File: src/rtl/cpu_alu_with_flags_defines.svh
// ----------------------------------------------------------------------------
// cpu_alu_with_flags_defines
// assertion macros used by the alu top level rtl
// ----------------------------------------------------------------------------
`ifndef CPU_ALU_WITH_FLAGS_DEFINES_SVH
`define CPU_ALU_WITH_FLAGS_DEFINES_SVH

// same-cycle implication, checked out of reset
`define CAWF_ASSERT_SAME(lbl, ante, cons, msg) \
    lbl: assert property (@(posedge i_clk) disable iff (!i_rst_n) (ante) |-> (cons)) \
        else $error(msg);

// next-cycle implication, checked out of reset
`define CAWF_ASSERT_NEXT(lbl, ante, cons, msg) \
    lbl: assert property (@(posedge i_clk) disable iff (!i_rst_n) (ante) |=> (cons)) \
        else $error(msg);

`endif

File: src/rtl/cawf_pkg.sv
// ----------------------------------------------------------------------------
// cawf_pkg
// operation codes and item types of the 8/16-bit cpu alu
// ----------------------------------------------------------------------------
`timescale 1ns / 1ps

package cawf_pkg;

    localparam int unsigned MODE_W   = 6;
    localparam int unsigned WORD_W   = 16;
    localparam int unsigned BIDX_W   = 3;
    localparam int unsigned S_DATA_W = 40;
    localparam int unsigned M_DATA_W = 24;

    localparam logic [MODE_W-1:0] MODE_ADD   = 6'd0;
    localparam logic [MODE_W-1:0] MODE_ADC   = 6'd1;
    localparam logic [MODE_W-1:0] MODE_SUB   = 6'd2;
    localparam logic [MODE_W-1:0] MODE_SBC   = 6'd3;
    localparam logic [MODE_W-1:0] MODE_AND   = 6'd4;
    localparam logic [MODE_W-1:0] MODE_XOR   = 6'd5;
    localparam logic [MODE_W-1:0] MODE_OR    = 6'd6;
    localparam logic [MODE_W-1:0] MODE_CP    = 6'd7;
    localparam logic [MODE_W-1:0] MODE_INC   = 6'd8;
    localparam logic [MODE_W-1:0] MODE_DEC   = 6'd9;
    localparam logic [MODE_W-1:0] MODE_RLCA  = 6'd10;
    localparam logic [MODE_W-1:0] MODE_RRCA  = 6'd11;
    localparam logic [MODE_W-1:0] MODE_RLA   = 6'd12;
    localparam logic [MODE_W-1:0] MODE_RRA   = 6'd13;
    localparam logic [MODE_W-1:0] MODE_DAA   = 6'd14;
    localparam logic [MODE_W-1:0] MODE_CPL   = 6'd15;
    localparam logic [MODE_W-1:0] MODE_SCF   = 6'd16;
    localparam logic [MODE_W-1:0] MODE_CCF   = 6'd17;
    localparam logic [MODE_W-1:0] MODE_RLC   = 6'd18;
    localparam logic [MODE_W-1:0] MODE_RRC   = 6'd19;
    localparam logic [MODE_W-1:0] MODE_RL    = 6'd20;
    localparam logic [MODE_W-1:0] MODE_RR    = 6'd21;
    localparam logic [MODE_W-1:0] MODE_SLA   = 6'd22;
    localparam logic [MODE_W-1:0] MODE_SRA   = 6'd23;
    localparam logic [MODE_W-1:0] MODE_SWAP  = 6'd24;
    localparam logic [MODE_W-1:0] MODE_SRL   = 6'd25;
    localparam logic [MODE_W-1:0] MODE_BIT   = 6'd26;
    localparam logic [MODE_W-1:0] MODE_RES   = 6'd27;
    localparam logic [MODE_W-1:0] MODE_SET   = 6'd28;
    localparam logic [MODE_W-1:0] MODE_ADD16 = 6'd29;
    localparam logic [MODE_W-1:0] MODE_ADDSP = 6'd30;
    localparam logic [MODE_W-1:0] MODE_INC16 = 6'd31;
    localparam logic [MODE_W-1:0] MODE_DEC16 = 6'd32;

    typedef struct packed {
        logic [MODE_W-1:0] mode;
        logic [WORD_W-1:0] operand_a;
        logic [WORD_W-1:0] operand_b;
        logic [BIDX_W-1:0] bit_index;
        logic              flag_z_in;
        logic              flag_n_in;
        logic              flag_h_in;
        logic              flag_c_in;
    } t_alu_in;

    typedef struct packed {
        logic [WORD_W-1:0] result;
        logic              flag_z;
        logic              flag_n;
        logic              flag_h;
        logic              flag_c;
    } t_alu_out;

endpackage

File: src/rtl/cawf_in_stage.sv
// ----------------------------------------------------------------------------
// cawf_in_stage
// input register: unpacks the slave stream item into the operation struct
// ----------------------------------------------------------------------------
`timescale 1ns / 1ps

module cawf_in_stage (
    input  logic                           i_clk,
    input  logic                           i_rst_n,
    input  logic                           i_valid,
    output logic                           o_ready,
    input  logic [cawf_pkg::MODE_W-1:0]    i_user,
    input  logic [cawf_pkg::S_DATA_W-1:0]  i_data,
    output logic                           o_valid,
    input  logic                           i_ready,
    output cawf_pkg::t_alu_in              o_item
);
    import cawf_pkg::*;

    logic    r_valid;
    logic    n_valid;
    t_alu_in r_item;
    t_alu_in n_item;

    // stage frees up in the same cycle the next stage takes its item
    assign o_ready = !r_valid || i_ready;

    always_comb begin
        n_valid = r_valid;
        n_item  = r_item;
        if (o_ready) begin
            n_valid = i_valid;
        end
        if (o_ready && i_valid) begin
            n_item.mode      = i_user;
            n_item.operand_a = i_data[15:0];
            n_item.operand_b = i_data[31:16];
            n_item.bit_index = i_data[34:32];
            n_item.flag_z_in = i_data[35];
            n_item.flag_n_in = i_data[36];
            n_item.flag_h_in = i_data[37];
            n_item.flag_c_in = i_data[38];
        end
    end

    always_ff @(posedge i_clk) begin
        if (!i_rst_n) begin
            r_valid <= 1'b0;
        end else begin
            r_valid <= n_valid;
        end
        r_item <= n_item;
    end

    assign o_valid = r_valid;
    assign o_item  = r_item;

endmodule

File: src/rtl/cawf_alu.sv
// ----------------------------------------------------------------------------
// cawf_alu
// combinational datapath: 8-bit arithmetic, logic, shifts, bit ops, 16-bit adds
// ----------------------------------------------------------------------------
`timescale 1ns / 1ps

module cawf_alu (
    input  cawf_pkg::t_alu_in  i_op,
    output cawf_pkg::t_alu_out o_res
);
    import cawf_pkg::*;

    logic [7:0]  a;
    logic [7:0]  b;
    logic [15:0] a16;
    logic [15:0] b16;
    logic        fz;
    logic        fn;
    logic        fh;
    logic        fc;

    logic [7:0]  add_t;
    logic        add_cin;
    logic [8:0]  add_s;
    logic [8:0]  add_x;
    logic [7:0]  sub_t;
    logic        sub_cin;
    logic [8:0]  sub_s;
    logic [8:0]  sub_x;

    logic        daa_lo;
    logic        daa_hi;
    logic [7:0]  daa_t;
    logic [7:0]  daa_r;

    logic [16:0] add16_s;
    logic [15:0] add16_x;
    logic [15:0] sp_r;
    logic [4:0]  sp_lo;
    logic [8:0]  sp_by;

    logic [7:0]  bit_mask;
    logic [7:0]  r8;

    assign a   = i_op.operand_a[7:0];
    assign b   = i_op.operand_b[7:0];
    assign a16 = i_op.operand_a;
    assign b16 = i_op.operand_b;
    assign fz  = i_op.flag_z_in;
    assign fn  = i_op.flag_n_in;
    assign fh  = i_op.flag_h_in;
    assign fc  = i_op.flag_c_in;

    // shared 8-bit adder and subtractor, carries read from the xor of operands and sum
    assign add_t   = (i_op.mode == MODE_INC) ? 8'h01 : b;
    assign add_cin = (i_op.mode == MODE_ADC) && fc;
    assign add_s   = {1'b0, a} + {1'b0, add_t} + {8'h00, add_cin};
    assign add_x   = {1'b0, a} ^ {1'b0, add_t} ^ add_s;

    assign sub_t   = (i_op.mode == MODE_DEC) ? 8'h01 : b;
    assign sub_cin = (i_op.mode == MODE_SBC) && fc;
    assign sub_s   = {1'b0, a} - {1'b0, sub_t} - {8'h00, sub_cin};
    assign sub_x   = {1'b0, a} ^ {1'b0, sub_t} ^ sub_s;

    // decimal adjust from the incoming n, h and c
    assign daa_lo = (!fn && (a[3:0] > 4'h9)) || fh;
    assign daa_hi = (!fn && (a > 8'h99)) || fc;
    assign daa_t  = {1'b0, daa_hi, daa_hi, 2'b00, daa_lo, daa_lo, 1'b0};
    assign daa_r  = fn ? (a - daa_t) : (a + daa_t);

    assign add16_s = {1'b0, a16} + {1'b0, b16};
    assign add16_x = a16 ^ b16 ^ add16_s[15:0];

    // sp plus signed byte: flags come from the unsigned low nibble and low byte
    assign sp_r  = a16 + {{8{b[7]}}, b};
    assign sp_lo = {1'b0, a16[3:0]} + {1'b0, b[3:0]};
    assign sp_by = {1'b0, a16[7:0]} + {1'b0, b};

    assign bit_mask = 8'h01 << i_op.bit_index;

    always_comb begin
        o_res.result = a16;
        o_res.flag_z = fz;
        o_res.flag_n = fn;
        o_res.flag_h = fh;
        o_res.flag_c = fc;
        r8           = 8'h00;
        case (i_op.mode)
            MODE_ADD, MODE_ADC, MODE_INC: begin
                r8           = add_s[7:0];
                o_res.result = {8'h00, r8};
                o_res.flag_z = (r8 == 8'h00);
                o_res.flag_n = 1'b0;
                o_res.flag_h = add_x[4];
                if (i_op.mode != MODE_INC) begin
                    o_res.flag_c = add_x[8];
                end
            end
            MODE_SUB, MODE_SBC, MODE_CP, MODE_DEC: begin
                r8           = sub_s[7:0];
                o_res.result = (i_op.mode == MODE_CP) ? a16 : {8'h00, r8};
                o_res.flag_z = (r8 == 8'h00);
                o_res.flag_n = 1'b1;
                o_res.flag_h = sub_x[4];
                if (i_op.mode != MODE_DEC) begin
                    o_res.flag_c = sub_x[8];
                end
            end
            MODE_AND, MODE_XOR, MODE_OR: begin
                if (i_op.mode == MODE_AND) begin
                    r8 = a & b;
                end else if (i_op.mode == MODE_XOR) begin
                    r8 = a ^ b;
                end else begin
                    r8 = a | b;
                end
                o_res.result = {8'h00, r8};
                o_res.flag_z = (r8 == 8'h00);
                o_res.flag_n = 1'b0;
                o_res.flag_h = (i_op.mode == MODE_AND);
                o_res.flag_c = 1'b0;
            end
            MODE_RLCA, MODE_RLC: begin
                r8           = {a[6:0], a[7]};
                o_res.result = {8'h00, r8};
                o_res.flag_z = (i_op.mode == MODE_RLC) && (r8 == 8'h00);
                o_res.flag_n = 1'b0;
                o_res.flag_h = 1'b0;
                o_res.flag_c = a[7];
            end
            MODE_RRCA, MODE_RRC: begin
                r8           = {a[0], a[7:1]};
                o_res.result = {8'h00, r8};
                o_res.flag_z = (i_op.mode == MODE_RRC) && (r8 == 8'h00);
                o_res.flag_n = 1'b0;
                o_res.flag_h = 1'b0;
                o_res.flag_c = a[0];
            end
            MODE_RLA, MODE_RL: begin
                r8           = {a[6:0], fc};
                o_res.result = {8'h00, r8};
                o_res.flag_z = (i_op.mode == MODE_RL) && (r8 == 8'h00);
                o_res.flag_n = 1'b0;
                o_res.flag_h = 1'b0;
                o_res.flag_c = a[7];
            end
            MODE_RRA, MODE_RR: begin
                r8           = {fc, a[7:1]};
                o_res.result = {8'h00, r8};
                o_res.flag_z = (i_op.mode == MODE_RR) && (r8 == 8'h00);
                o_res.flag_n = 1'b0;
                o_res.flag_h = 1'b0;
                o_res.flag_c = a[0];
            end
            MODE_DAA: begin
                r8           = daa_r;
                o_res.result = {8'h00, r8};
                o_res.flag_z = (r8 == 8'h00);
                o_res.flag_h = 1'b0;
                o_res.flag_c = fc || daa_hi;
            end
            MODE_CPL: begin
                r8           = ~a;
                o_res.result = {8'h00, r8};
                o_res.flag_n = 1'b1;
                o_res.flag_h = 1'b1;
            end
            MODE_SCF: begin
                o_res.flag_n = 1'b0;
                o_res.flag_h = 1'b0;
                o_res.flag_c = 1'b1;
            end
            MODE_CCF: begin
                o_res.flag_n = 1'b0;
                o_res.flag_h = 1'b0;
                o_res.flag_c = !fc;
            end
            MODE_SLA: begin
                r8           = {a[6:0], 1'b0};
                o_res.result = {8'h00, r8};
                o_res.flag_z = (r8 == 8'h00);
                o_res.flag_n = 1'b0;
                o_res.flag_h = 1'b0;
                o_res.flag_c = a[7];
            end
            MODE_SRA: begin
                r8           = {a[7], a[7:1]};
                o_res.result = {8'h00, r8};
                o_res.flag_z = (r8 == 8'h00);
                o_res.flag_n = 1'b0;
                o_res.flag_h = 1'b0;
                o_res.flag_c = a[0];
            end
            MODE_SWAP: begin
                r8           = {a[3:0], a[7:4]};
                o_res.result = {8'h00, r8};
                o_res.flag_z = (r8 == 8'h00);
                o_res.flag_n = 1'b0;
                o_res.flag_h = 1'b0;
                o_res.flag_c = 1'b0;
            end
            MODE_SRL: begin
                r8           = {1'b0, a[7:1]};
                o_res.result = {8'h00, r8};
                o_res.flag_z = (r8 == 8'h00);
                o_res.flag_n = 1'b0;
                o_res.flag_h = 1'b0;
                o_res.flag_c = a[0];
            end
            MODE_BIT: begin
                o_res.flag_z = ((a & bit_mask) == 8'h00);
                o_res.flag_n = 1'b0;
                o_res.flag_h = 1'b1;
            end
            MODE_RES: begin
                r8           = a & ~bit_mask;
                o_res.result = {8'h00, r8};
            end
            MODE_SET: begin
                r8           = a | bit_mask;
                o_res.result = {8'h00, r8};
            end
            MODE_ADD16: begin
                o_res.result = add16_s[15:0];
                o_res.flag_n = 1'b0;
                o_res.flag_h = add16_x[12];
                o_res.flag_c = add16_s[16];
            end
            MODE_ADDSP: begin
                o_res.result = sp_r;
                o_res.flag_z = 1'b0;
                o_res.flag_n = 1'b0;
                o_res.flag_h = sp_lo[4];
                o_res.flag_c = sp_by[8];
            end
            MODE_INC16: begin
                o_res.result = a16 + 16'h0001;
            end
            MODE_DEC16: begin
                o_res.result = a16 - 16'h0001;
            end
            default: begin
                // unused codes pass operand and flags through
                o_res.result = a16;
            end
        endcase
    end

endmodule

File: src/rtl/cawf_out_stage.sv
// ----------------------------------------------------------------------------
// cawf_out_stage
// result register: holds one result item and packs it onto the master stream
// ----------------------------------------------------------------------------
`timescale 1ns / 1ps

module cawf_out_stage (
    input  logic                           i_clk,
    input  logic                           i_rst_n,
    input  logic                           i_valid,
    output logic                           o_ready,
    input  cawf_pkg::t_alu_out             i_item,
    output logic                           o_valid,
    input  logic                           i_ready,
    output logic [cawf_pkg::M_DATA_W-1:0]  o_data
);
    import cawf_pkg::*;

    logic     r_valid;
    logic     n_valid;
    t_alu_out r_item;
    t_alu_out n_item;

    assign o_ready = !r_valid || i_ready;

    always_comb begin
        n_valid = r_valid;
        n_item  = r_item;
        if (o_ready) begin
            n_valid = i_valid;
        end
        if (o_ready && i_valid) begin
            n_item = i_item;
        end
    end

    always_ff @(posedge i_clk) begin
        if (!i_rst_n) begin
            r_valid <= 1'b0;
        end else begin
            r_valid <= n_valid;
        end
        r_item <= n_item;
    end

    assign o_valid = r_valid;
    assign o_data  = {4'h0, r_item.flag_c, r_item.flag_h, r_item.flag_n, r_item.flag_z,
                      r_item.result};

endmodule

File: src/rtl/cpu_alu_with_flags.sv
// ----------------------------------------------------------------------------
// cpu_alu_with_flags
// 8/16-bit cpu alu with z/n/h/c flags on stream channels
// ----------------------------------------------------------------------------
// usage:
//   slave channel carries one operation per item: the opcode on i_s_tuser and
//   the operands, bit index and incoming flags on i_s_tdata. master channel
//   returns one item per operation: the result and the four new flags.
//   the path has two register stages: the accepting edge loads the input
//   register and the alu result is then loaded into the result register,
//   which drives o_m_tvalid; a low i_m_tready can hold the item back.
//   throughput is one item per cycle while i_m_tready is high, set by the
//   single alu pass between the registers; each moves on when the next frees up.
//   when i_m_tready is low the result register holds, the input register
//   still takes one more item, and o_s_tready drops only once both are full.
//   reset clears both valid bits; items in flight are dropped and the block
//   is ready again as soon as the valid bits are clear.
//   unused opcodes return operand_a with the flags passed through.
// ----------------------------------------------------------------------------
`timescale 1ns / 1ps

module cpu_alu_with_flags (
    input  logic                           i_clk,
    input  logic                           i_rst_n,
    input  logic                           i_s_tvalid,
    output logic                           o_s_tready,
    // mode[5:0]
    input  logic [cawf_pkg::MODE_W-1:0]    i_s_tuser,
    // operand_a[15:0], operand_b[31:16], bit_index[34:32], flag_z_in[35],
    // flag_n_in[36], flag_h_in[37], flag_c_in[38], zero[39]
    input  logic [cawf_pkg::S_DATA_W-1:0]  i_s_tdata,
    output logic                           o_m_tvalid,
    input  logic                           i_m_tready,
    // result[15:0], flag_z[16], flag_n[17], flag_h[18], flag_c[19], zero[23:20]
    output logic [cawf_pkg::M_DATA_W-1:0]  o_m_tdata
);
    import cawf_pkg::*;

`include "cpu_alu_with_flags_defines.svh"

    logic     op_valid;
    logic     res_ready;
    t_alu_in  op_item;
    t_alu_out res_item;

    cawf_in_stage u_in_stage (
        .i_clk   (i_clk),
        .i_rst_n (i_rst_n),
        .i_valid (i_s_tvalid),
        .o_ready (o_s_tready),
        .i_user  (i_s_tuser),
        .i_data  (i_s_tdata),
        .o_valid (op_valid),
        .i_ready (res_ready),
        .o_item  (op_item)
    );

    cawf_alu u_alu (
        .i_op  (op_item),
        .o_res (res_item)
    );

    cawf_out_stage u_out_stage (
        .i_clk   (i_clk),
        .i_rst_n (i_rst_n),
        .i_valid (op_valid),
        .o_ready (res_ready),
        .i_item  (res_item),
        .o_valid (o_m_tvalid),
        .i_ready (i_m_tready),
        .o_data  (o_m_tdata)
    );

    `CAWF_ASSERT_NEXT(a_in_lands, i_s_tvalid && o_s_tready, op_valid,
        "accepted item did not reach the input register")
    `CAWF_ASSERT_NEXT(a_op_moves, op_valid && res_ready, o_m_tvalid,
        "operation did not move into the result register")
    `CAWF_ASSERT_SAME(a_stall_full, !o_s_tready, op_valid && o_m_tvalid,
        "input stalled while a register is empty")
    `CAWF_ASSERT_SAME(a_keep_a, op_valid && (op_item.mode == MODE_BIT || op_item.mode == MODE_CP),
        res_item.result == op_item.operand_a, "bit or cp changed the operand")

endmodule
File: config.mk
export PLATFORM = sky130hd
export DESIGN_NAME = cpu_alu_with_flags
export DESIGN_NICKNAME = d
export VERILOG_FILES = /design/src/rtl/cawf_pkg.sv /design/src/rtl/cawf_in_stage.sv /design/src/rtl/cawf_alu.sv /design/src/rtl/cawf_out_stage.sv /design/src/rtl/cpu_alu_with_flags.sv
export VERILOG_INCLUDE_DIRS = /design/src /design/src/rtl
export SDC_FILE = /design/constraint.sdc
export NUM_CORES = 1
export LEC_CHECK = 0
export BUFFER_PORTS_ARGS = -buffer_cell sky130_fd_sc_hd__clkbuf_2
export CAP_MARGIN = 25
export CELL_PAD_IN_SITES_DETAIL_PLACEMENT = 1
export CELL_PAD_IN_SITES_GLOBAL_PLACEMENT = 1
export CORE_MARGIN = 1.5
export CORE_UTILIZATION = 50
export CTS_CLUSTER_DIAMETER = 60
export DETAILED_ROUTE_END_ITERATION = 12
export PLACE_DENSITY = 0.88
export SLEW_MARGIN = 5
export SYNTH_ARGS = -nofsm -noshare
export SYNTH_HDL_FRONTEND = slang
export SYNTH_SLANG_ARGS = --single-unit
File: constraint.sdc
create_clock -name i_clk -period 9 [get_ports i_clk]
set_input_delay 1.35 -clock i_clk [delete_from_list [all_inputs] [get_ports i_clk]]
set_output_delay 1.35 -clock i_clk [all_outputs]
set_load 0.01 [all_outputs]
# Word-level counts from Yosys, hierarchy flattened
# Index checks and enable logic that the tools add are counted.
# op_classes
addsub	12
n_mul	0
n_div	0
n_lt_le_gt_ge	2
eq_ne	34
shifts	1
muxes	14
bitwise	14
n_reduce_logical	47
# ops
cell	count
$pmux W16 S19	1
$eq A6 B5 Y1 const B	16
$logic_not A8 Y1	11
$eq A6 B4 Y1 const B	8
$mux W8	6
$xor A13 B13 Y13	2
$and A8 B8 Y8	3
$eq A6 B3 Y1 const B	4
$xor A8 B8 Y8	3
$reduce_or A23 Y1	1
$add A8 B8 Y9	2
$xor A9 B9 Y9	2
$add A16 B16 Y17	1
$add A16 B1 Y16 const B	1
$add A16 B16 Y16	1
$mux W16	1
$not A8 Y8	2
$or A8 B8 Y8	2
$sub A16 B1 Y16 const B	1
$reduce_or A15 Y1	1
$logic_not A7 Y1	2
$pmux W1 S14	1
$eq A6 B2 Y1 const B	2
$ne A6 B4 Y1 const B	2
24 further kinds	48
# totals
ff_bits	67
latchBits	0
ram_bits	0
mem_bits_ro	0
inputBits	50
output_inout_bits	26
word_cells	139
memories	0

# Logic depth before layout (Yosys ltp)
# Gate-level depths: netlist of run 1.
# depth
ltp_word	7
depth_mapped	16
ltp_nobuf	15

# Modules after synthesis
# Synthesis of run 1 repeated with hierarchy kept, for this count alone.
# unflattened
cells_unflattened	832
area_unflattened_um2	7168.1
# modules_own_cells
module	n_inst	cells_per_inst	area_per_inst_um2
cawf_alu	1	752	5067.4
cawf_in_stage	1	50	1408.9
cawf_out_stage	1	30	691.9

# Worst setup path after synthesis of run 1
# OpenSTA, ideal clock, no wires.
# synth_path
path_type	reg-to-reg
startpoint	reg u_in_stage.r_item (netlist bit u_in_stage.o_item[41])
endpoint	reg u_out_stage.r_item (netlist bit u_out_stage.o_data[16]) (data pin)
setup_ns	0.130
arrival_ns	3.623
setup_slack_ns	5.247
path_stages_with_launch	15
path_buffers	3
period_less_slack_ns	3.753
cell_sequence	edfxtp_1 -> buf_4 -> clkbuf_1 -> nor2_1 -> clkbuf_1 -> a31oi_1 -> fa_1 -> fa_1 -> nor2b_1 -> o21ai_0 -> nand2b_1 -> xnor2_1 -> or4b_1 -> nor4b_1 -> o22a_1
# synth_lines
element	line	text
start, declared	cawf_in_stage.sv:22	t_alu_in r_item;
start signal, assigned	cawf_in_stage.sv:52	r_item <= n_item;
end signal, assigned	cawf_out_stage.sv:43	r_item <= n_item;
end, declared	cawf_out_stage.sv:21	t_alu_out r_item;

==> impl_metrics.py, run 1 <==
metrics = {
    "grt": {
        "grt_max_degree": 48,
        "met1_usage_pct": 53.3,
        "top_usage_layer": "met2",
        "antenna_found_initial": 0,
        "grtUsageMet2_pct": 62.5,
        "grt_use_total_pct": 40.3,
        "grt_pass1_vias": 7670,
        "grt_overflow_total": 0,
        "grt_pass1_wl_mm": 44.9,
        "met3_usage_pct": 10.2,
    },
    "synth": {
        "synthDistinctLibCells": 77,
        "ys_seq_area_share_pct": 27.4,
        "netlist_instances": 852,
        "synthTopCellsByArea": "edfxtp_1 (27%), ha_1 (12%), a21oi_1 (4.5%), o21ai_0 (3.6%), nand2_1 (3.5%)",
        "synthTopCellsByCount": "ha_1 (70), nand2_1 (67), nor2_1 (67)",
        "ys_seq_elements": 67,
        "synth_top_area_cell": "edfxtp_1",
        "avgSynthCellArea_um2": 8.52,
        "synth_warnings": 0,
        "async_flop_share_pct": 0,
        "synth_top_cell_area_share_pct": 26.9,
        "syn_area_um2": 7260,
        "synth_ff_type": "edfxtp_1",
        "synth_edf_count": 65,
        "yosysMostFrequentCell": "ha_1",
    },
    "placement": {
        "hpwl_mm": 22.3,
        "dp.cells": 1070,
        "gp_congestion": 0.983,
        "port_buffers": 70,
        "placedInstanceArea_um2": 7690,
        "dpl_worst_slack_ns": 3.95,
    },
    "critical_path": {
        "worst-path-max-fanout": 27,
        "cp-end-kind": "flop",
        "crit_family": "simple AND/OR/NAND/NOR gates",
        "worstPathArrival_ns": 5.42,
        "path_cells": "inv_1 -> nor2_1 -> buf_4 -> a31oi_1 -> fa_1 -> fa_1 -> nor2b_1 -> o21ai_0 -> nand2b_1 -> xnor2_1 -> or4b_1 -> nor4b_1 -> o22a_1",
        "slowest_delay_ns": 0.93,
        "cpMaxStageDelayCell": "edfxtp_1",
        "worstSetupStartpointType": "flop",
        "path_class": "flop to flop",
        "crit_top_cell": "fa_1",
        "crit_buf_inv": 2,
        "crit_required_ns": 9.22,
    },
    "layout": {
        "drive_gt1_share_pct": 13.1,
        "syn2layout_area_growth_pct": 10.0,
        "diodes": 0,
        "fillCellCount": 1673,
        "instances_no_fill": 1088,
        "final_cell_area_um2": 7990,
        "nets": 1030,
    },
    "cts": {
        "postCtsHoldBufs": 0,
        "post-cts-setup-buffers": 0,
        "clk_pin_slew_ns": 0.07,
        "cts_resized": 0,
        "cts_buffer_depth": 2,
        "cts_buffers": 9,
        "cts_tree": "done",
        "clkSinkCount": 67,
        "cts-root-buf": "clkbuf_16",
        "h-tree-depth": 3,
        "insertion_delay_ns": 0.36,
    },
    "detailed_routing": {
        "first_iter_violations": 934,
        "wl_mm": 30.3,
        "vias": 7718,
        "vias_per_cell": 7.09,
        "wl_per_cell_um": 27.8,
        "final_antenna_net_count": 0,
        "drc": 0,
        "drtPass1Iterations": 6,
    },
    "sta": {
        "period_share_pct": 57.7,
        "setup_tns_ns": 0,
        "slew_headroom_pct": 23.4,
        "timing.final.ws_setup_ns": 3.81,
        "worst_slew_pin_slew_ns": 1.13,
        "slew_viol_final": 0,
        "hold_viol_final": 0,
        "fmax_mhz": 193,
        "fin_skew_ns": 0.0149,
        "min_period_ns": 5.19,
        "setup_viol": 0,
        "rsz0062_at_grt": "no",
    },
    "min_path": {
        "worst_hold_path_type": "flop to flop",
    },
    "die": {
        "die_h_um": 124,
        "start_util_pct": 51.7,
        "core_um2": 14000,
        "die_w_um": 124,
        "rows": 43,
        "ios": 76,
        "design.die.area_um2": 15300,
    },
    "pwr": {
        "switchingPower_uw": 447,
        "swShare_pct": 38.6,
        "powerDensity_nw_per_um2": 145,
        "combPwrFrac_pct": 37.0,
        "power_mw": 1.16,
        "pwr-share-clk_pct": 29.0,
        "seqPwrFrac_pct": 34.0,
        "power_leakage_nw": 3.24,
        "p_int_uw": 710,
        "peakVddDrop_mv": 0.152,
    },
    "flow_run": {
        "maxCapViolations": 0,
    },
    "status": {
        "status": "completed",
    },
}
==> kinds of logic (layout without fill, tap and decap cells) <==
kind of cell,after synthesis,in the layout,share of synthesized area [%]
AOI/OAI and AO/OA,281,281,26.2
muxes,12,12,1.69
DFF,67,67,27.4
adders and majority gates,77,77,14.0
xor gates and xnor gates,47,47,5.67
and+or+nand+nor,274,274,19.1
other,1,4,0.0516
buffers and inverters,93,146,5.89
==> worst paths after layout <==
kind / cells past startpoint / slack [ns] / start / end
min reg2reg: 1 / 0.52 / u_in_stage.o_valid / u_out_stage.o_valid
max: 13 / 3.81 / u_in_stage.o_item[42] / u_out_stage.o_data[16]
min: 1 / 0.52 / u_in_stage.o_valid / u_out_stage.o_valid
max reg2reg: 13 / 3.81 / u_in_stage.o_item[42] / u_out_stage.o_data[16]
==> cell type report <==
| cell class | instances | area, um^2 | share of cell area [%] |
|---|---|---|---|
| clock buffer | 11 | 233 | 2.91 |
| clock inverter | 5 | 31.3 | 0.391 |
| inverter | 45 | 169 | 2.11 |
| multi-input combinational | 695 | 4860 | 60.8 |
| sequential | 67 | 1990 | 24.9 |
| tap | 180 | 225 | 2.82 |
| timing repair buffer | 85 | 483 | 6.04 |
==> state kept, by name, indices dropped and copies added (netlist names) <==
name,count
u_in_stage.o_item,45
u_in_stage.o_valid,1
u_out_stage.o_data,20
u_out_stage.o_valid,1
==> per-layer routing <==
metal  routed length [um]  vias up
met5                    0        -
met4                 1400        0
met3                 3570      111
met2                13300      504
met1                12000     3783
li1                     -     3320
==> placed cells by master (no fill, tap or decap), types with 7 or more instances in the layout <==
master,instances
a21o_1,13
xnor2_1,26
edfxtp_1,65
inv_1,44
o211ai_1,11
nand4_1,11
a21oi_1,65
nor2b_1,18
xor2_1,21
fa_1,7
ha_1,70
nand3_1,22
a22oi_1,8
o21a_1,15
nor2_1,67
a211oi_1,12
a221oi_1,9
a31oi_1,25
clkbuf_2,70
o21ai_0,52
clkbuf_16,9
buf_4,14
nand2b_1,17
o22ai_1,11
nand2_1,67
mux2i_1,10
and3_1,8
nor3_1,20
==> metrics by stage <==
step	util [%]	hold slack [ns]
floorplan	-	0.477
global placement	54.8	0.481
detailed placement	54.8	0.530
CTS	56.7	0.539
global route	56.9	0.546
finish	56.9	0.516
==> power groups by stage <==
stage	Sequential, mW	Combinational, mW	Clock, mW
6_report	0.393	0.428	0.336
5_1_grt	0.395	0.452	0.346
4_1_cts	0.392	0.412	0.334
3_5_place_dp	0.398	0.402	0
3_3_place_gp	0.396	0.375	0
2_1_floorplan	0.387	0.284	0
(Power assumes the default switching activity.)
==> run 2: changes to the inputs <==
--- a/config.mk
+++ b/config.mk
@@ -11,10 +11,10 @@
 export CELL_PAD_IN_SITES_DETAIL_PLACEMENT = 1
 export CELL_PAD_IN_SITES_GLOBAL_PLACEMENT = 1
 export CORE_MARGIN = 1.5
-export CORE_UTILIZATION = 50
+export CORE_UTILIZATION = 42
 export CTS_CLUSTER_DIAMETER = 60
 export DETAILED_ROUTE_END_ITERATION = 12
-export PLACE_DENSITY = 0.88
+export PLACE_DENSITY = 0.79
 export SLEW_MARGIN = 5
 export SYNTH_ARGS = -nofsm -noshare
 export SYNTH_HDL_FRONTEND = slang
==> constraint.sdc (replaced) <==
create_clock -name i_clk -period 4.62 [get_ports i_clk]
set_input_delay 0.693 -clock i_clk [delete_from_list [all_inputs] [get_ports i_clk]]
set_output_delay 0.693 -clock i_clk [all_outputs]
set_load 0.01 [all_outputs]
==> run 2 against run 1 <==
Net effect: cell count rose by 5.9%; via count fell by 4.0%; routed wire length fell by 9.3%; clock skew fell by 0.0064 ns; non-clock buffer count rose by 24; clock-buffer cell count fell by 2; maximum frequency rose by 23%; sequential cell count did not move; utilization fell by 7.4 points; critical endpoint is now u_out_stage.o_data[19]; largest cell class unchanged.
==> impl_metrics.py, run 2 (same netlist as run 1, synthesis figures left out) <==
metrics = {
    "sta": {
        "timing.final.ws_setup_ns": 0.411,
        "fmax_mhz": 238,
        "hold_viol_final": 0,
        "setup_viol": 0,
        "min_period_ns": 4.21,
        "setup_tns_ns": 0,
        "period_share_pct": 91.1,
        "slew_viol_final": 0,
        "slew_headroom_pct": 22.8,
        "worst_slew_pin_slew_ns": 1.15,
        "fin_skew_ns": 0.00844,
        "rsz0062_at_grt": "no",
    },
    "critical_path": {
        "worstSetupStartpointType": "flop",
        "crit_required_ns": 4.71,
        "reg2reg_slack_ns": 0.41,
        "r2r-end": "u_out_stage.o_data[19]",
        "crit_path_end": "u_out_stage.o_data[19]",
        "r2r_start": "u_in_stage.o_item[42]",
        "cp-end-kind": "flop",
        "path_class": "flop to flop",
        "r2r_cells": 15,
        "worstSetupStartpoint": "u_in_stage.o_item[42]",
        "worst-path-max-fanout": 16,
        "worstPathArrival_ns": 4.30,
    },
    "grt": {
        "antenna_found_initial": 0,
        "grt_use_total_pct": 30.9,
        "grt_pass1_vias": 7503,
        "grt_overflow_total": 0,
        "grt_pass1_wl_mm": 42.5,
        "grt_max_degree": 28,
    },
    "cts": {
        "clkSinkCount": 67,
        "cts_tree": "done",
        "cts_buffer_depth": 2,
        "postCtsHoldBufs": 0,
        "post-cts-setup-buffers": 0,
        "clk_pin_slew_ns": 0.06,
        "cts_resized": 0,
        "cts-root-buf": "clkbuf_16",
        "cts_buffers": 9,
        "h-tree-depth": 3,
        "insertion_delay_ns": 0.35,
    },
    "die": {
        "die_w_um": 134,
        "rows": 47,
        "design.die.area_um2": 18100,
        "start_util_pct": 43.3,
        "ios": 76,
        "die_h_um": 134,
        "core_um2": 16800,
    },
    "detailed_routing": {
        "vias_per_cell": 6.43,
        "vias": 7406,
        "final_antenna_net_count": 0,
        "drc": 0,
        "wl_per_cell_um": 23.8,
        "first_iter_violations": 675,
        "drtPass1Iterations": 5,
        "wl_mm": 27.5,
    },
    "status": {
        "status": "completed",
    },
    "layout": {
        "diodes": 0,
        "post-route-util_pct": 49.5,
        "syn2layout_area_growth_pct": 14.2,
        "nets": 1054,
        "drive_gt1_share_pct": 15.5,
        "largest_reg_flops": 45,
        "final_cell_area_um2": 8290,
        "layout_common_cells": "ha_1 (70), clkbuf_2 (70), nand2_1 (67), nor2_1 (67)",
    },
    "placement": {
        "dpl_worst_slack_ns": 0.526,
        "gp_congestion": 1.03,
        "placedInstanceArea_um2": 7950,
        "hpwl_mm": 21.1,
        "port_buffers": 70,
    },
    "pwr": {
        "peakVddDrop_mv": 0.177,
        "power_leakage_nw": 3.38,
        "power_mw": 2.38,
        "powerDensity_nw_per_um2": 288,
    },
    "flow_run": {
        "maxCapViolations": 0,
    },
    "min_path": {
        "worst_hold_path_type": "input pin to flop",
    },
}
==> run 2: changes by cell type in the layout (fill, tap and decap cells not counted), sizes merged <==
cell | before | now
clkinvlp | 1 | 3
buf | 15 | 39
clkinv | 5 | 2
clkbuf | 81 | 79
bufinv | 0 | 3
==> run 2: worst min-delay path by stage <==
stage / startpoint / cells past startpoint / slack, ns / end
after floorplan: u_in_stage.o_valid / 1 / 0.48 / u_out_stage.o_valid
after global routing: i_s_tdata[9] / 1 / 0.51 / u_in_stage.o_item[32]
after detailed placement: u_in_stage.o_valid / 1 / 0.51 / u_out_stage.o_valid
after CTS: i_s_tdata[26] / 1 / 0.51 / u_in_stage.o_item[17]
after global placement: u_in_stage.o_valid / 1 / 0.51 / u_out_stage.o_valid
final: i_s_tdata[26] / 1 / 0.51 / u_in_stage.o_item[17]
==> run 2: final cells by class <==
class,instances,area [um^2]
sequential,67,1990
multi-input combinational,695,4860
tap,220,275
clock inverter,7,116
timing repair buffer,109,656
inverter,45,169
clock buffer,9,225
fill,2041,8470
==> run 2: power breakdown <==
group	internal, mW	switching, mW
combinational	0.319	0.503
sequential	0.714	0.0411
clock	0.525	0.282
total	1.56	0.826
==> run 2: layer usage <==
layer | up-vias | track usage (%) | wire [um]
li1 | 3360 | - | -
met1 | 3638 | 40.9 | 11600
met2 | 327 | 49.2 | 12500
met3 | 81 | 6.19 | 2240
met4 | 0 | 13.1 | 1080
met5 | - | 0 | 0
==> run 2: critical path, stage by stage (launching register included) <==
cell and delay (ns):
edfxtp_1 0.75, inv_1 0.16, nor2_1 0.13, buf_4 0.24, nand3_1 0.13, nand2_1 0.16, fa_1 0.17, inv_1 0.06
fa_1 0.39, nand2b_1 0.18, a2111oi_0 0.42, a21oi_1 0.13, a31oi_1 0.28, xnor2_1 0.28, o32ai_1 0.12, or3_1 0.33
==> run 2: stage by stage <==
step	hold WS (ns)	instances
final	0.511	1152
after global routing	0.508	1152
after CTS	0.508	1152
after detailed placement	0.513	1136
after global placement	0.505	1135
after floorplan	0.477	855
